===== config.mk =====
export PLATFORM = sky130hd
export DESIGN_NAME = rotary_encoder_button_events_core_flat
export DESIGN_NICKNAME = d
export VERILOG_FILES = /design/src/sv/reb_pkg.sv /design/src/sv/reb_in_if.sv /design/src/sv/reb_out_if.sv /design/src/sv/reb_tick_state.sv /design/src/sv/reb_result_buf.sv /design/src/sv/rotary_encoder_button_events_core.sv /design/src/flat_wrapper.sv
export SDC_FILE = /design/constraint.sdc
export NUM_CORES = 1
export LEC_CHECK = 0
export BUFFER_PORTS_ARGS = -buffer_cell sky130_fd_sc_hd__clkbuf_2
export CORE_MARGIN = 2
export CORE_UTILIZATION = 30
export CTS_CLUSTER_SIZE = 40
export DETAILED_ROUTE_END_ITERATION = 12
export HOLD_SLACK_MARGIN = 0.08
export PLACE_DENSITY = 0.55
export SLEW_MARGIN = 25
export SYNTH_ARGS = -nofsm -noshare
export SYNTH_HDL_FRONTEND = slang
export SYNTH_HIERARCHICAL = 1
export SYNTH_SLANG_ARGS = --single-unit

===== constraint.sdc =====
create_clock -name clk -period 8.6 [get_ports clk]
set_input_delay 0.86 -clock clk [delete_from_list [all_inputs] [get_ports clk]]
set_output_delay 0.86 -clock clk [all_outputs]
set_load 0.05 [all_outputs]

===== src/sv/reb_pkg.sv =====
`default_nettype none
// Shared types, constants and the quadrature table for the rotary encoder event block.
package reb_pkg;

  typedef enum logic [2:0] {
    EV_CW      = 3'd0,
    EV_CCW     = 3'd1,
    EV_CLICK   = 3'd2,
    EV_LONG    = 3'd3,
    EV_TIMEOUT = 3'd4
  } event_code_t;

  // Register indexes on the APB port (byte address / 4)
  typedef enum logic [1:0] {
    REG_DEBOUNCE     = 2'd0,
    REG_LONG_PRESS   = 2'd1,
    REG_IDLE_TIMEOUT = 2'd2
  } reg_index_t;

  localparam int DEBOUNCE_W = 8;
  localparam int LONG_W     = 16;
  localparam int IDLE_W     = 20;

  localparam logic [DEBOUNCE_W-1:0] DEBOUNCE_RST = 8'd20;
  localparam logic [LONG_W-1:0]     LONG_RST     = 16'd1000;
  localparam logic [IDLE_W-1:0]     IDLE_RST     = 20'd10000;

  typedef struct packed {
    logic [DEBOUNCE_W-1:0] debounce_ms;
    logic [LONG_W-1:0]     long_press_ms;
    logic [IDLE_W-1:0]     idle_timeout_ms;
  } cfg_t;

  // Events produced by one item: count is 0, 1 or 2, e0 goes out first
  typedef struct packed {
    logic [1:0]  count;
    event_code_t e0;
    event_code_t e1;
  } tick_events_t;

  // 4x quadrature delta, index = {cur_ab, prev_ab}
  function automatic logic signed [2:0] quad_delta(input logic [3:0] idx);
    logic signed [2:0] d;
    case (idx)
      4'd0:    d = 3'sd0;
      4'd1:    d = 3'sd1;
      4'd2:    d = -3'sd1;
      4'd3:    d = 3'sd2;
      4'd4:    d = -3'sd1;
      4'd5:    d = 3'sd0;
      4'd6:    d = -3'sd2;
      4'd7:    d = 3'sd1;
      4'd8:    d = 3'sd1;
      4'd9:    d = -3'sd2;
      4'd10:   d = 3'sd0;
      4'd11:   d = -3'sd1;
      4'd12:   d = 3'sd2;
      4'd13:   d = -3'sd1;
      4'd14:   d = 3'sd1;
      4'd15:   d = 3'sd0;
      default: d = 3'sd0;
    endcase
    return d;
  endfunction

endpackage
`default_nettype wire


===== src/sv/reb_in_if.sv =====
`default_nettype none
// Input channel: one sampled tick of encoder and switch pins.
interface reb_in_if;
  logic valid;
  logic ready;
  logic pin_a;
  logic pin_b;
  logic pin_button;

  modport source (output valid, output pin_a, output pin_b, output pin_button, input ready);
  modport sink   (input valid, input pin_a, input pin_b, input pin_button, output ready);
endinterface
`default_nettype wire


===== src/sv/reb_out_if.sv =====
`default_nettype none
// Output channel: one decoded event.
interface reb_out_if;
  logic       valid;
  logic       ready;
  logic [2:0] event_code;
  logic       last_of_tick;

  modport source (output valid, output event_code, output last_of_tick, input ready);
  modport sink   (input valid, input event_code, input last_of_tick, output ready);
endinterface
`default_nettype wire


===== src/sv/reb_tick_state.sv =====
`default_nettype none
// Decoder state and per-tick update: quadrature accumulator, debounce, hold and idle timers.
module reb_tick_state #(
  parameter int TIME_BITS = 20
) (
  input  logic                  clk,
  input  logic                  rst,
  input  logic                  step,
  input  logic                  pin_a,
  input  logic                  pin_b,
  input  logic                  pin_button,
  input  reb_pkg::cfg_t         cfg,
  output reb_pkg::tick_events_t events
);
  import reb_pkg::*;

  localparam int CMP_W = (TIME_BITS > IDLE_W) ? TIME_BITS : IDLE_W;

  logic [1:0]           prev_ab;
  logic signed [2:0]    step_accum;
  logic                 button_down;
  logic                 long_done;
  logic [TIME_BITS-1:0] since_button_change;
  logic [TIME_BITS-1:0] held_time;
  logic [TIME_BITS-1:0] idle_time;

  logic [1:0]           prev_ab_next;
  logic signed [2:0]    step_accum_next;
  logic                 button_down_next;
  logic                 long_done_next;
  logic [TIME_BITS-1:0] since_button_change_next;
  logic [TIME_BITS-1:0] held_time_next;
  logic [TIME_BITS-1:0] idle_time_next;

  logic [1:0]           cur_ab;
  logic signed [2:0]    accum_sum;
  logic [TIME_BITS-1:0] sbc_inc;
  logic [TIME_BITS-1:0] held_inc;
  logic [TIME_BITS-1:0] idle_inc;
  logic                 pressed;
  logic                 enc_ev;
  event_code_t          enc_code;
  logic                 btn_ev;
  event_code_t          btn_code;
  logic                 change_ok;
  logic                 timeout_ev;

  always_comb begin
    cur_ab    = {pin_b, pin_a};
    pressed   = !pin_button;
    sbc_inc   = (&since_button_change) ? since_button_change : since_button_change + 1'b1;
    idle_inc  = (&idle_time) ? idle_time : idle_time + 1'b1;
    held_inc  = (button_down && !(&held_time)) ? held_time + 1'b1 : held_time;

    // encoder
    accum_sum    = step_accum + quad_delta({cur_ab, prev_ab});
    prev_ab_next = cur_ab;
    enc_ev       = 1'b0;
    enc_code     = EV_CW;
    if (accum_sum >= 3'sd2) begin
      enc_ev          = 1'b1;
      step_accum_next = 3'sd0;
    end else if (accum_sum <= -3'sd2) begin
      enc_ev          = 1'b1;
      enc_code        = EV_CCW;
      step_accum_next = 3'sd0;
    end else begin
      step_accum_next = accum_sum;
    end

    // switch
    button_down_next         = button_down;
    long_done_next           = long_done;
    since_button_change_next = sbc_inc;
    held_time_next           = held_inc;
    btn_ev                   = 1'b0;
    btn_code                 = EV_CLICK;
    change_ok = (pressed != button_down) &&
                (CMP_W'(sbc_inc) > CMP_W'(cfg.debounce_ms));
    if (change_ok) begin
      since_button_change_next = '0;
      if (pressed) begin
        button_down_next = 1'b1;
        held_time_next   = '0;
        long_done_next   = 1'b0;
      end else begin
        button_down_next = 1'b0;
        if (CMP_W'(held_inc) < CMP_W'(cfg.long_press_ms)) begin
          btn_ev = 1'b1;
        end
      end
    end
    if (button_down_next && !long_done_next &&
        (CMP_W'(held_time_next) > CMP_W'(cfg.long_press_ms))) begin
      btn_ev         = 1'b1;
      btn_code       = EV_LONG;
      long_done_next = 1'b1;
    end

    // idle timeout only when nothing else fired this tick and the switch is up
    timeout_ev = !enc_ev && !btn_ev && !button_down_next &&
                 (CMP_W'(idle_inc) > CMP_W'(cfg.idle_timeout_ms));
    idle_time_next = (enc_ev || btn_ev || timeout_ev) ? '0 : idle_inc;

    events.e1 = btn_code;
    if (enc_ev && btn_ev) begin
      events.count = 2'd2;
      events.e0    = enc_code;
    end else if (enc_ev) begin
      events.count = 2'd1;
      events.e0    = enc_code;
    end else if (btn_ev) begin
      events.count = 2'd1;
      events.e0    = btn_code;
    end else if (timeout_ev) begin
      events.count = 2'd1;
      events.e0    = EV_TIMEOUT;
    end else begin
      events.count = 2'd0;
      events.e0    = EV_CW;
    end
  end

  always_ff @(posedge clk) begin
    if (rst) begin
      prev_ab             <= '0;
      step_accum          <= '0;
      button_down         <= 1'b0;
      long_done           <= 1'b0;
      since_button_change <= '1;
      held_time           <= '0;
      idle_time           <= '0;
    end else if (step) begin
      prev_ab             <= prev_ab_next;
      step_accum          <= step_accum_next;
      button_down         <= button_down_next;
      long_done           <= long_done_next;
      since_button_change <= since_button_change_next;
      held_time           <= held_time_next;
      idle_time           <= idle_time_next;
    end
  end

endmodule
`default_nettype wire


===== src/sv/reb_result_buf.sv =====
`default_nettype none
// Two-entry result register that hands out the events of one item in order.
module reb_result_buf (
  input  logic                  clk,
  input  logic                  rst,
  input  logic                  load,
  input  reb_pkg::tick_events_t events,
  output logic                  can_load,
  reb_out_if.source             out_ch
);
  import reb_pkg::*;

  logic [1:0]  left;
  event_code_t e0;
  event_code_t e1;
  logic        out_fire;

  assign out_fire            = out_ch.valid && out_ch.ready;
  assign can_load            = (left == 2'd0) || ((left == 2'd1) && out_ch.ready);
  assign out_ch.valid        = (left != 2'd0);
  assign out_ch.event_code   = e0;
  assign out_ch.last_of_tick = (left == 2'd1);

  always_ff @(posedge clk) begin
    if (rst) begin
      left <= 2'd0;
    end else if (load) begin
      left <= events.count;
    end else if (out_fire) begin
      left <= left - 2'd1;
    end
  end

  always_ff @(posedge clk) begin
    if (load) begin
      e0 <= events.e0;
      e1 <= events.e1;
    end else if (out_fire) begin
      e0 <= e1;
    end
  end

endmodule
`default_nettype wire


===== src/sv/rotary_encoder_button_events_core.sv =====
`default_nettype none
// Rotary encoder and push-button event decoder. Each input item is one 1 ms
// sample of encoder pins A/B and the active-low switch. An accepted item sits
// in an input register until the two-entry result register can take it, is
// decoded in a single pass and leaves zero, one or two events there. One item
// is accepted per clock while none is kept waiting; the output port moves one
// event per clock while the receiver is ready, so an item with two events (a
// rotation step plus a click or long click in the same tick) holds the input
// until its first event is taken. Settings must be written over the APB port
// (0x0 debounce_ms, 0x4 long_press_ms, 0x8 idle_timeout_ms) only while no
// item is in flight; the block itself does not enforce this.
module rotary_encoder_button_events_core #(
  parameter int TIME_BITS = 20
) (
  input  logic        clk,
  input  logic        rst,
  reb_in_if.sink      in_ch,
  reb_out_if.source   out_ch,
  input  logic        psel,
  input  logic        penable,
  input  logic        pwrite,
  input  logic [3:0]  paddr,
  input  logic [31:0] pwdata,
  output logic [31:0] prdata,
  output logic        pready
);
  import reb_pkg::*;

  cfg_t         cfg;
  logic         cfg_wr;
  reg_index_t   reg_sel;
  logic         inq_valid;
  logic         inq_a;
  logic         inq_b;
  logic         inq_button;
  logic         can_load;
  logic         advance;
  tick_events_t events;

  // configuration port
  assign pready  = 1'b1;
  assign cfg_wr  = psel && penable && pwrite;
  assign reg_sel = reg_index_t'(paddr[3:2]);

  always_ff @(posedge clk) begin
    if (rst) begin
      cfg.debounce_ms     <= DEBOUNCE_RST;
      cfg.long_press_ms   <= LONG_RST;
      cfg.idle_timeout_ms <= IDLE_RST;
    end else if (cfg_wr) begin
      case (reg_sel)
        REG_DEBOUNCE:     cfg.debounce_ms     <= pwdata[DEBOUNCE_W-1:0];
        REG_LONG_PRESS:   cfg.long_press_ms   <= pwdata[LONG_W-1:0];
        REG_IDLE_TIMEOUT: cfg.idle_timeout_ms <= pwdata[IDLE_W-1:0];
        default: ;
      endcase
    end
  end

  always_comb begin
    case (reg_sel)
      REG_DEBOUNCE:     prdata = 32'(cfg.debounce_ms);
      REG_LONG_PRESS:   prdata = 32'(cfg.long_press_ms);
      REG_IDLE_TIMEOUT: prdata = 32'(cfg.idle_timeout_ms);
      default:          prdata = '0;
    endcase
  end

  // input register
  assign advance     = inq_valid && can_load;
  assign in_ch.ready = !inq_valid || advance;

  always_ff @(posedge clk) begin
    if (rst) begin
      inq_valid <= 1'b0;
    end else if (in_ch.ready) begin
      inq_valid <= in_ch.valid;
    end
  end

  always_ff @(posedge clk) begin
    if (in_ch.valid && in_ch.ready) begin
      inq_a      <= in_ch.pin_a;
      inq_b      <= in_ch.pin_b;
      inq_button <= in_ch.pin_button;
    end
  end

  reb_tick_state #(
    .TIME_BITS (TIME_BITS)
  ) u_state (
    .clk        (clk),
    .rst        (rst),
    .step       (advance),
    .pin_a      (inq_a),
    .pin_b      (inq_b),
    .pin_button (inq_button),
    .cfg        (cfg),
    .events     (events)
  );

  reb_result_buf u_result (
    .clk      (clk),
    .rst      (rst),
    .load     (advance),
    .events   (events),
    .can_load (can_load),
    .out_ch   (out_ch)
  );

`ifndef ASSERT_OFF
  a_hold_input: assert property (@(posedge clk) disable iff (rst)
    inq_valid && !can_load |-> !in_ch.ready)
    else $error("input taken while decoded item is stalled");

  a_second_event: assert property (@(posedge clk) disable iff (rst)
    out_ch.valid && out_ch.ready && !out_ch.last_of_tick |=>
      out_ch.valid && out_ch.last_of_tick)
    else $error("first of two events not followed by the closing event");

  a_timeout_alone: assert property (@(posedge clk) disable iff (rst)
    out_ch.valid && (out_ch.event_code == EV_TIMEOUT) |-> out_ch.last_of_tick)
    else $error("timeout event shares a tick with another event");
`endif

endmodule
`default_nettype wire


===== src/flat_wrapper.sv =====
// flat-port wrapper written by rule: the top's interface ports become plain ports
module rotary_encoder_button_events_core_flat import reb_pkg::*;
#(
  parameter int TIME_BITS = 20
)
  (clk, rst, psel, penable, pwrite, paddr, pwdata, prdata, pready, in_ch_valid, in_ch_pin_a, in_ch_pin_b, in_ch_pin_button, in_ch_ready, out_ch_valid, out_ch_event_code, out_ch_last_of_tick, out_ch_ready);
  reb_in_if in_ch_i ();
  reb_out_if out_ch_i ();
  input  logic clk;
  input  logic rst;
  input  logic psel;
  input  logic penable;
  input  logic pwrite;
  input  logic [3:0] paddr;
  input  logic [31:0] pwdata;
  output logic [31:0] prdata;
  output logic pready;
  input wire logic [$bits(in_ch_i.valid)-1:0] in_ch_valid;
  input wire logic [$bits(in_ch_i.pin_a)-1:0] in_ch_pin_a;
  input wire logic [$bits(in_ch_i.pin_b)-1:0] in_ch_pin_b;
  input wire logic [$bits(in_ch_i.pin_button)-1:0] in_ch_pin_button;
  output wire logic [$bits(in_ch_i.ready)-1:0] in_ch_ready;
  output wire logic [$bits(out_ch_i.valid)-1:0] out_ch_valid;
  output wire logic [$bits(out_ch_i.event_code)-1:0] out_ch_event_code;
  output wire logic [$bits(out_ch_i.last_of_tick)-1:0] out_ch_last_of_tick;
  input wire logic [$bits(out_ch_i.ready)-1:0] out_ch_ready;
  assign in_ch_i.valid = in_ch_valid;
  assign in_ch_i.pin_a = in_ch_pin_a;
  assign in_ch_i.pin_b = in_ch_pin_b;
  assign in_ch_i.pin_button = in_ch_pin_button;
  assign in_ch_ready = in_ch_i.ready;
  assign out_ch_valid = out_ch_i.valid;
  assign out_ch_event_code = out_ch_i.event_code;
  assign out_ch_last_of_tick = out_ch_i.last_of_tick;
  assign out_ch_i.ready = out_ch_ready;
  rotary_encoder_button_events_core #(.TIME_BITS(TIME_BITS)) u_core (.clk(clk), .rst(rst), .in_ch(in_ch_i), .out_ch(out_ch_i), .psel(psel), .penable(penable), .pwrite(pwrite), .paddr(paddr), .pwdata(pwdata), .prdata(prdata), .pready(pready));
endmodule

==> results of run 1 <==
-- stage by stage --
stage                     hold WS [ns]  setup WS, ns
final                            0.466          1.42
after global routing             0.487         0.695
after CTS                        0.469          1.41
after detailed placement         0.459          1.46
after global placement           0.456          1.50
after floorplan                  0.442          2.61
-- worst register-to-register path, cell delays in order, from the launching register on --
cell      delay [ns]
dfxtp_1         0.48
ha_1            0.33
and2_1          0.23
nand3_2         0.23
nor4_2          0.59
buf_4           0.27
nor3_1          0.07
xnor2_1         0.27
ha_1            0.32
a21oi_1         0.13
o21ai_0         0.09
o22a_1          0.24
nor4_4          0.42
and2_4          0.27
nor3_2          0.04
buf_4           0.24
nor2b_1         0.20
ha_1            0.27
a21o_1          0.18
a21o_1          0.16
a21oi_1         0.18
and3b_1         0.19
a21oi_1         0.13
o21bai_1        0.27
o31ai_1         0.15
or4_1           0.76
o31ai_4         0.25
o31a_1          0.15
-- per-layer routing --
metal	track usage	routed length, um	vias to the layer above
li1	-	-	3715
met1	0.195	10400	3448
met2	0.239	10100	133
met3	0.0322	951	24
met4	0.0494	351	0
met5	0	0	-
-- cell usage after synthesis (all sizes together) (3+ instances only) --
cell type and number:
or4 4, nand3b 5, nor3 14, a32o 15, xor2 13, a2111oi 4
conb 4, mux2i 69, a21oi 59, nor2 86, buf 35, nor3b 7
nand2 75, or3 6, o31ai 4, a22o 8, nand4 37, ha 68
nor2b 26, and3 11, mux2 5, o211ai 6, inv 65, nor4 11
o21ai 48, o31a 3, and4 10, a21o 10, dfxtp 114, or2 5
o22ai 3, xnor2 31, o311ai 3, edfxtp 9, a31oi 6, clkbuf 28
o21a 3, nand3 28, nand2b 53, a211oi 6, and2 9
-- state kept, by name (all words and copies together) (netlist names) --
| signal | cells |
|---|---|
| u_core/u_state/since_button_change | 20 |
| u_core/u_state/long_done | 1 |
| u_core/inq_b | 1 |
| u_core/u_state/held_time | 20 |
| u_core/u_result/out_ch.event_code | 3 |
| u_core/inq_valid | 1 |
| u_core/inq_button | 1 |
| u_core/u_result/e1 | 3 |
| u_core/u_state/prev_ab | 2 |
| u_core/u_result/left | 2 |
| u_core/u_state/step_accum | 3 |
| u_core/u_state/button_down | 1 |
| u_core/u_state/idle_time | 20 |
| u_core/cfg | 44 |
| u_core/inq_a | 1 |
-- power by group through the flow --
stage / clock network (mW) / logic, mW / registers, mW
2_1_floorplan: 0 / 0.487 / 0.674
3_3_place_gp: 0 / 0.603 / 0.680
3_5_place_dp: 0 / 0.610 / 0.681
4_1_cts: 0.698 / 0.614 / 0.669
5_1_grt: 0.726 / 0.683 / 0.677
6_report: 0.686 / 0.611 / 0.669
-- area by class of cell --
class / instances / area, sq um / area share
clock inverter: 15 / 129 / 0.0133
multi-input combinational: 790 / 5530 / 0.569
clock buffer: 17 / 425 / 0.0438
inverter: 65 / 244 / 0.0251
sequential: 123 / 2550 / 0.263
timing repair buffer: 66 / 359 / 0.0369
tap: 384 / 480 / 0.0494
-- kinds of logic (layout without fill, tap and decap cells) --
logic type,after synthesis,after routing,share of synthesized area
AO/OA/AOI/OAI,197,197,0.152
XOR/XNOR,44,44,0.0448
adder cells (fa/ha/maj),69,69,0.101
buffers and inverters,128,163,0.0679
flip-flops,123,123,0.296
multiplexers,74,74,0.0868
other,4,15,0.00174
AND/OR/NAND/NOR,391,391,0.249
-- worst min path at each step --
stage	cells past startpoint	startpoint	end	slack (ns)
floorplan	2	u_core/u_state/long_done	u_core/u_state/long_done	0.44
global placement	2	u_core/u_state/step_accum[1]	u_core/u_state/step_accum[1]	0.46
detailed placement	2	u_core/u_state/step_accum[1]	u_core/u_state/step_accum[1]	0.46
CTS	2	u_core/u_state/step_accum[1]	u_core/u_state/step_accum[1]	0.47
global route	2	u_core/u_state/step_accum[1]	u_core/u_state/step_accum[1]	0.49
finish	2	u_core/u_state/long_done	u_core/u_state/long_done	0.47
==> results.md, run 1 <==
- Status: finished, final reports clean
- Crit path depth: 27
- Critical-path maximum fanout: 24
- R2r endpoint: u_core/u_state/idle_time[3]
- P_sw: 744 uW
- Critical Path Sink Type: register
- Hold Crit Class: reg2reg
- Hold Vio Cnt, Final: 0
- DR iter-0 viols: 444
- Placed cells: 1428
- Period utilization: 0.835
- # rows: 62
- CP Class: reg2reg
- Mapped Avg Cell Area: 8.36 sq um
- Worst-Margin Slew: 0.799 ns
- Final HPWL DP: 16000 um
- First-pass GRT wire length: 36100 um
- Post-route ant nets: 0
- Setup TNS: 0 ns
- Seq cells post-synth: 123
- Post-synth top area share: 0.265
- Largest net degree at the start of global routing: 113
- Crit-path slowest cell: or4_1
- Die Width: 173 um
- Design internal power: 1.22 mW
- Power share of the combinational group: 0.311
- CP Buf/Inv Count: 2
- Setup Skew: 0.0167 ns
- Post-Place Cell Area: 9160 sq um
- GRT Util Overall: 0.148
- Final setup violation count: 0
- PwrDens: 202 nW/um^2
- Io pins: 85
- Minimum clock period: 7.18 ns
- Vias per cell: 5.01
- Vias in the first global route: 7053
- Drt pass-1 iters: 5
- Clk_lat worst skew: 0.43 ns
- Area delta synth->final: 12.9%
- Critical Path AT: 7.55 ns
- Top cell type by total area after synthesis: dfxtp_1
- H-tree depth: 4
- Maxcap violations: 0
- Commonest non-fill, non-tap cell in the layout: dfxtp_1
- Sw Ratio: 0.379
- Initial Util: 0.302
- Most frequent cells in the layout: 114 x dfxtp_1, 85 x nor2_1, 75 x nand2_1, 69 x mux2i_1, 68 x ha_1
- Area of the core: 28500 sq um
- Port Buffer Count: 57
- CP top delay family: simple AND/OR/NAND/NOR gates
- Die area: 30100 sq um
- Die Span Y: 173 um
- CTS buffer count: 17
- Async SR Flop Fraction: 0
- Post-layout util: 0.341
- DRC Markers: 0
- Critical R2R Launch: u_core/u_state/since_button_change[0]
- YS warnings: 6
- Post-Route WL: 21800 um
- Design area: 9720 sq um
- Slew Limit Headroom: 0.467
- Post-synthesis cell type count: 82
- Number of diodes: 0
- EDFF count, synth: 9
- Fill cell count: 3019
- CTS root buf: clkbuf_16
- # nets final: 1178
- Slew Viols, Final: 0
- Register share of total power: 0.340
- GP Congestion: 0.788
- Number of antenna violations at the first check in global routing: 0
- R2R Setup Slk: 1.42 ns
- Critical path launch point type: register
- Syn Std Cell Area: 8610 sq um
- Via count: 7320
- Cells on worst reg2reg path: 27
- Synth Flop Type: dfxtp_1
- Crit path required time: 8.97 ns
- Clock buffer depth: 2
- Max rail drop VDD: 0.000130 V
- Largest cells by area after synthesis: dfxtp_1 27%, ha_1 9.9%, mux2i_1 8.0%
- RSZ-0062 raised after global routing: false
- Seq/Total Area, Yosys: 0.296
- Worst-path clk slew: 0.06 ns
- Hold buffers post-CTS: 0
- Drt wl/cell: 14.9 um
- Design Power: 1.97 mW
- CP startpoint: u_core/u_state/since_button_change[0]
- CP max stage delay: 0.76 ns
- Setup crit end: u_core/u_state/idle_time[3]
- Max Clk Rate: 0.139 GHz
- Syn Inst Count: 1030
- Lkg Pwr: 4.11 nW
- Final std cells w/o fill: 1460
- Total grt overflow: 0
- Post-CTS Setup Bufs: 0
- Post-CTS Resized: 0
- Share of layout cells above drive strength 1: 0.123
- TritonCTS clock tree: built
- Clock sinks: 123
- Clk pwr share: 0.349
No activity file was read; power rests on OpenSTA's default activity.
==> inputs of run 2 (changes only) <==
--- a/config.mk
+++ b/config.mk
@@ -11,7 +11,7 @@
 export CTS_CLUSTER_SIZE = 40
 export DETAILED_ROUTE_END_ITERATION = 12
 export HOLD_SLACK_MARGIN = 0.08
-export PLACE_DENSITY = 0.55
+export PLACE_DENSITY = 0.57
 export SLEW_MARGIN = 25
 export SYNTH_ARGS = -nofsm -noshare
 export SYNTH_HDL_FRONTEND = slang
==> constraint.sdc (replaced) <==
create_clock -name clk -period 6.2 [get_ports clk]
set_input_delay 0.62 -clock clk [delete_from_list [all_inputs] [get_ports clk]]
set_output_delay 0.62 -clock clk [all_outputs]
set_load 0.05 [all_outputs]
==> results.md, run 2 (synthesis gave the netlist of run 1 again) <==
- TritonCTS clock tree: built (unchanged)
- CTS buffer count: 17 (unchanged)
- Max rail drop VDD: 0.000197 V (was 0.000130 V)
- Clock sinks: 123 (unchanged)
- Design internal power: 1.75 mW (was 1.22 mW)
- Total grt overflow: 0 (unchanged)
- Via count: 7436 (was 7320)
- Final setup margin: 0.398 ns (was 1.42 ns)
- Die area: 30100 sq um (unchanged)
- Clock buffer depth: 2 (unchanged)
- Sw Ratio: 0.371 (was 0.379)
- Hold Crit Class: in2reg (was reg2reg)
- # rows: 62 (unchanged)
- Most flop-heavy register: u_core/cfg (unchanged)
- Critical path launch point type: register (unchanged)
- Worst-Margin Slew: 0.930 ns (was 0.799 ns)
- RSZ-0062 raised after global routing: true (was false)
- Post-Route WL: 22200 um (was 21800 um)
- P_sw: 1.03 mW (was 744 uW)
- Initial Util: 0.302 (unchanged)
- Worst-path clk slew: 0.06 ns (about the same)
- GRT Util Overall: 0.147 (was 0.148)
- Slew Viols, Final: 0 (unchanged)
- Max reg flops: 44 (unchanged)
- Maxcap violations: 0 (unchanged)
- Setup Skew: 0.0101 ns (was 0.0167 ns)
- Post-Place Worst Slack: 0.127 ns (was 1.46 ns)
- Post-Place Cell Area: 9350 sq um (was 9160 sq um)
- Status: finished, final reports clean (unchanged)
- Design area: 9930 sq um (was 9720 sq um)
- First-pass GRT wire length: 36200 um (was 36100 um)
- Share of layout cells above drive strength 1: 0.144 (was 0.123)
- CTS root buf: clkbuf_16 (unchanged)
- Vias per cell: 5.00 (was 5.01)
- GP Congestion: 0.806 (was 0.788)
- Drt pass-1 iters: 5 (unchanged)
- Power share of the combinational group: 0.337 (was 0.311)
- Critical-path maximum fanout: 8 (was 24)
- Register share of total power: 0.327 (was 0.340)
- Fill cell count: 3022 (was 3019)
- Largest net degree at the start of global routing: 102 (was 113)
- DR iter-0 viols: 510 (was 444)
- Die Span Y: 173 um (unchanged)
- Minimum clock period: 5.80 ns (was 7.18 ns)
- Clk_lat worst skew: 0.42 ns (was 0.43 ns)
- Area of the multi-input gates: 5550 sq um (was 5530 sq um)
- Commonest non-fill, non-tap cell in the layout: dfxtp_1 (unchanged)
- Register Area: 2550 sq um (unchanged)
- Final setup violation count: 0 (unchanged)
- Critical Path AT: 6.17 ns (was 7.55 ns)
- Lkg Pwr: 4.22 nW (was 4.11 nW)
- Die Width: 173 um (unchanged)
- Placed cells: 1451 (was 1428)
- Post-route ant nets: 0 (unchanged)
- Max Clk Rate: 0.172 GHz (was 0.139 GHz)
- Slew Limit Headroom: 0.380 (was 0.467)
- # nets final: 1204 (was 1178)
- Vias in the first global route: 7046 (was 7053)
- Area delta synth->final: 15.4% (was 12.9%)
- Hold Vio Cnt, Final: 0 (unchanged)
- Number of antenna violations at the first check in global routing: 0 (unchanged)
- Setup TNS: 0 ns (unchanged)
- R2R Setup Slk: 0.40 ns (was 1.42 ns)
- H-tree depth: 4 (unchanged)
- DRC Markers: 0 (unchanged)
- Drt wl/cell: 14.9 um (about the same)
- Number of diodes: 0 (unchanged)
- Critical Path Sink Type: register (unchanged)
- PwrDens: 280 nW/um^2 (was 202 nW/um^2)
- Most frequent cells in the layout: 114 x dfxtp_1, 86 x nor2_1, 75 x nand2_1, 69 x mux2i_1, 68 x ha_1 (was 114 x dfxtp_1, 85 x nor2_1, 75 x nand2_1, 69 x mux2i_1, 68 x ha_1)
- Period utilization: 0.936 (was 0.835)
- CP Class: reg2reg (unchanged)
- Area of the core: 28500 sq um (unchanged)
- Hold Slack: 0.377 ns (was 0.466 ns)
- Final std cells w/o fill: 1486 (was 1460)
- Crit path required time: 6.56 ns (was 8.97 ns)
- Clk pwr share: 0.336 (was 0.349)
- Io pins: 85 (unchanged)
- Port Buffer Count: 57 (unchanged)
- Final HPWL DP: 16400 um (was 16000 um)
## run 2: per-layer routing
| layer | vias up | GRT usage | part of all wire |
|---|---|---|---|
| li1 | 3772 | - | - |
| met1 | 3520 | 0.201 | 0.49 |
| met2 | 124 | 0.240 | 0.46 |
| met3 | 20 | 0.0252 | 0.032 |
| met4 | 0 | 0.0420 | 0.013 |
| met5 | - | 0 | 0 |
## run 2: worst paths after layout
path	start	depth (start not counted)	to
worst max-delay path	u_core/u_state/since_button_change[2]	26	u_core/u_state/idle_time[3]
worst min-delay path	in_ch_pin_button	1	u_core/inq_button
worst max register to register	u_core/u_state/since_button_change[2]	26	u_core/u_state/idle_time[3]
worst min register to register	u_core/u_state/step_accum[1]	2	u_core/u_state/step_accum[1]
## run 2: area by class of cell
cell class / count / share of cell area
tap: 384 / 0.0484
sequential: 123 / 0.257
multi-input combinational: 791 / 0.559
inverter: 65 / 0.0246
clock buffer: 18 / 0.0442
timing repair buffer: 91 / 0.0559
clock inverter: 14 / 0.0111
## run 2: power groups by stage
stage | sequential, mW | clock, mW | combinational, mW
finish | 0.910 | 0.936 | 0.939
global route | 0.919 | 0.987 | 1.04
CTS | 0.908 | 0.954 | 0.933
detailed placement | 0.925 | 0 | 0.928
global placement | 0.924 | 0 | 0.920
floorplan | 0.935 | 0 | 0.676
## run 2: repair_timing
action / 4_1_cts / 5_1_grt
resized for setup: 0 / 3
hold buffers: 0 / 0
endpoints found under the setup margin: 0 / 24
setup buffers: 0 / 2
## run 2: critical path, cell delays in order (launching register included)
cell and delay (ns):
dfxtp_1 0.44, and4_1 0.28, nand3_2 0.14, nor4_2 0.39, buf_4 0.21, nand2_1 0.06, nand2_1 0.10, ha_1 0.25
nor2b_1 0.14, o211ai_1 0.16, a21oi_1 0.08, o22a_1 0.21, nor4_4 0.30, and2_4 0.23, nor3_4 0.08, nor2b_1 0.21
ha_1 0.27, a21o_1 0.18, a21o_1 0.17, a21oi_1 0.18, and3b_1 0.20, a21oi_2 0.10, o21bai_1 0.23, o31ai_1 0.14
or4_4 0.64, o31ai_4 0.21, o31a_1 0.16
## run 2: stage by stage
step | total power [mW] | utilization
finish | 2.78 | 0.349
floorplan | 1.61 | -
global placement | 1.84 | 0.328
CTS | 2.80 | 0.348
detailed placement | 1.85 | 0.328
global route | 2.95 | 0.349
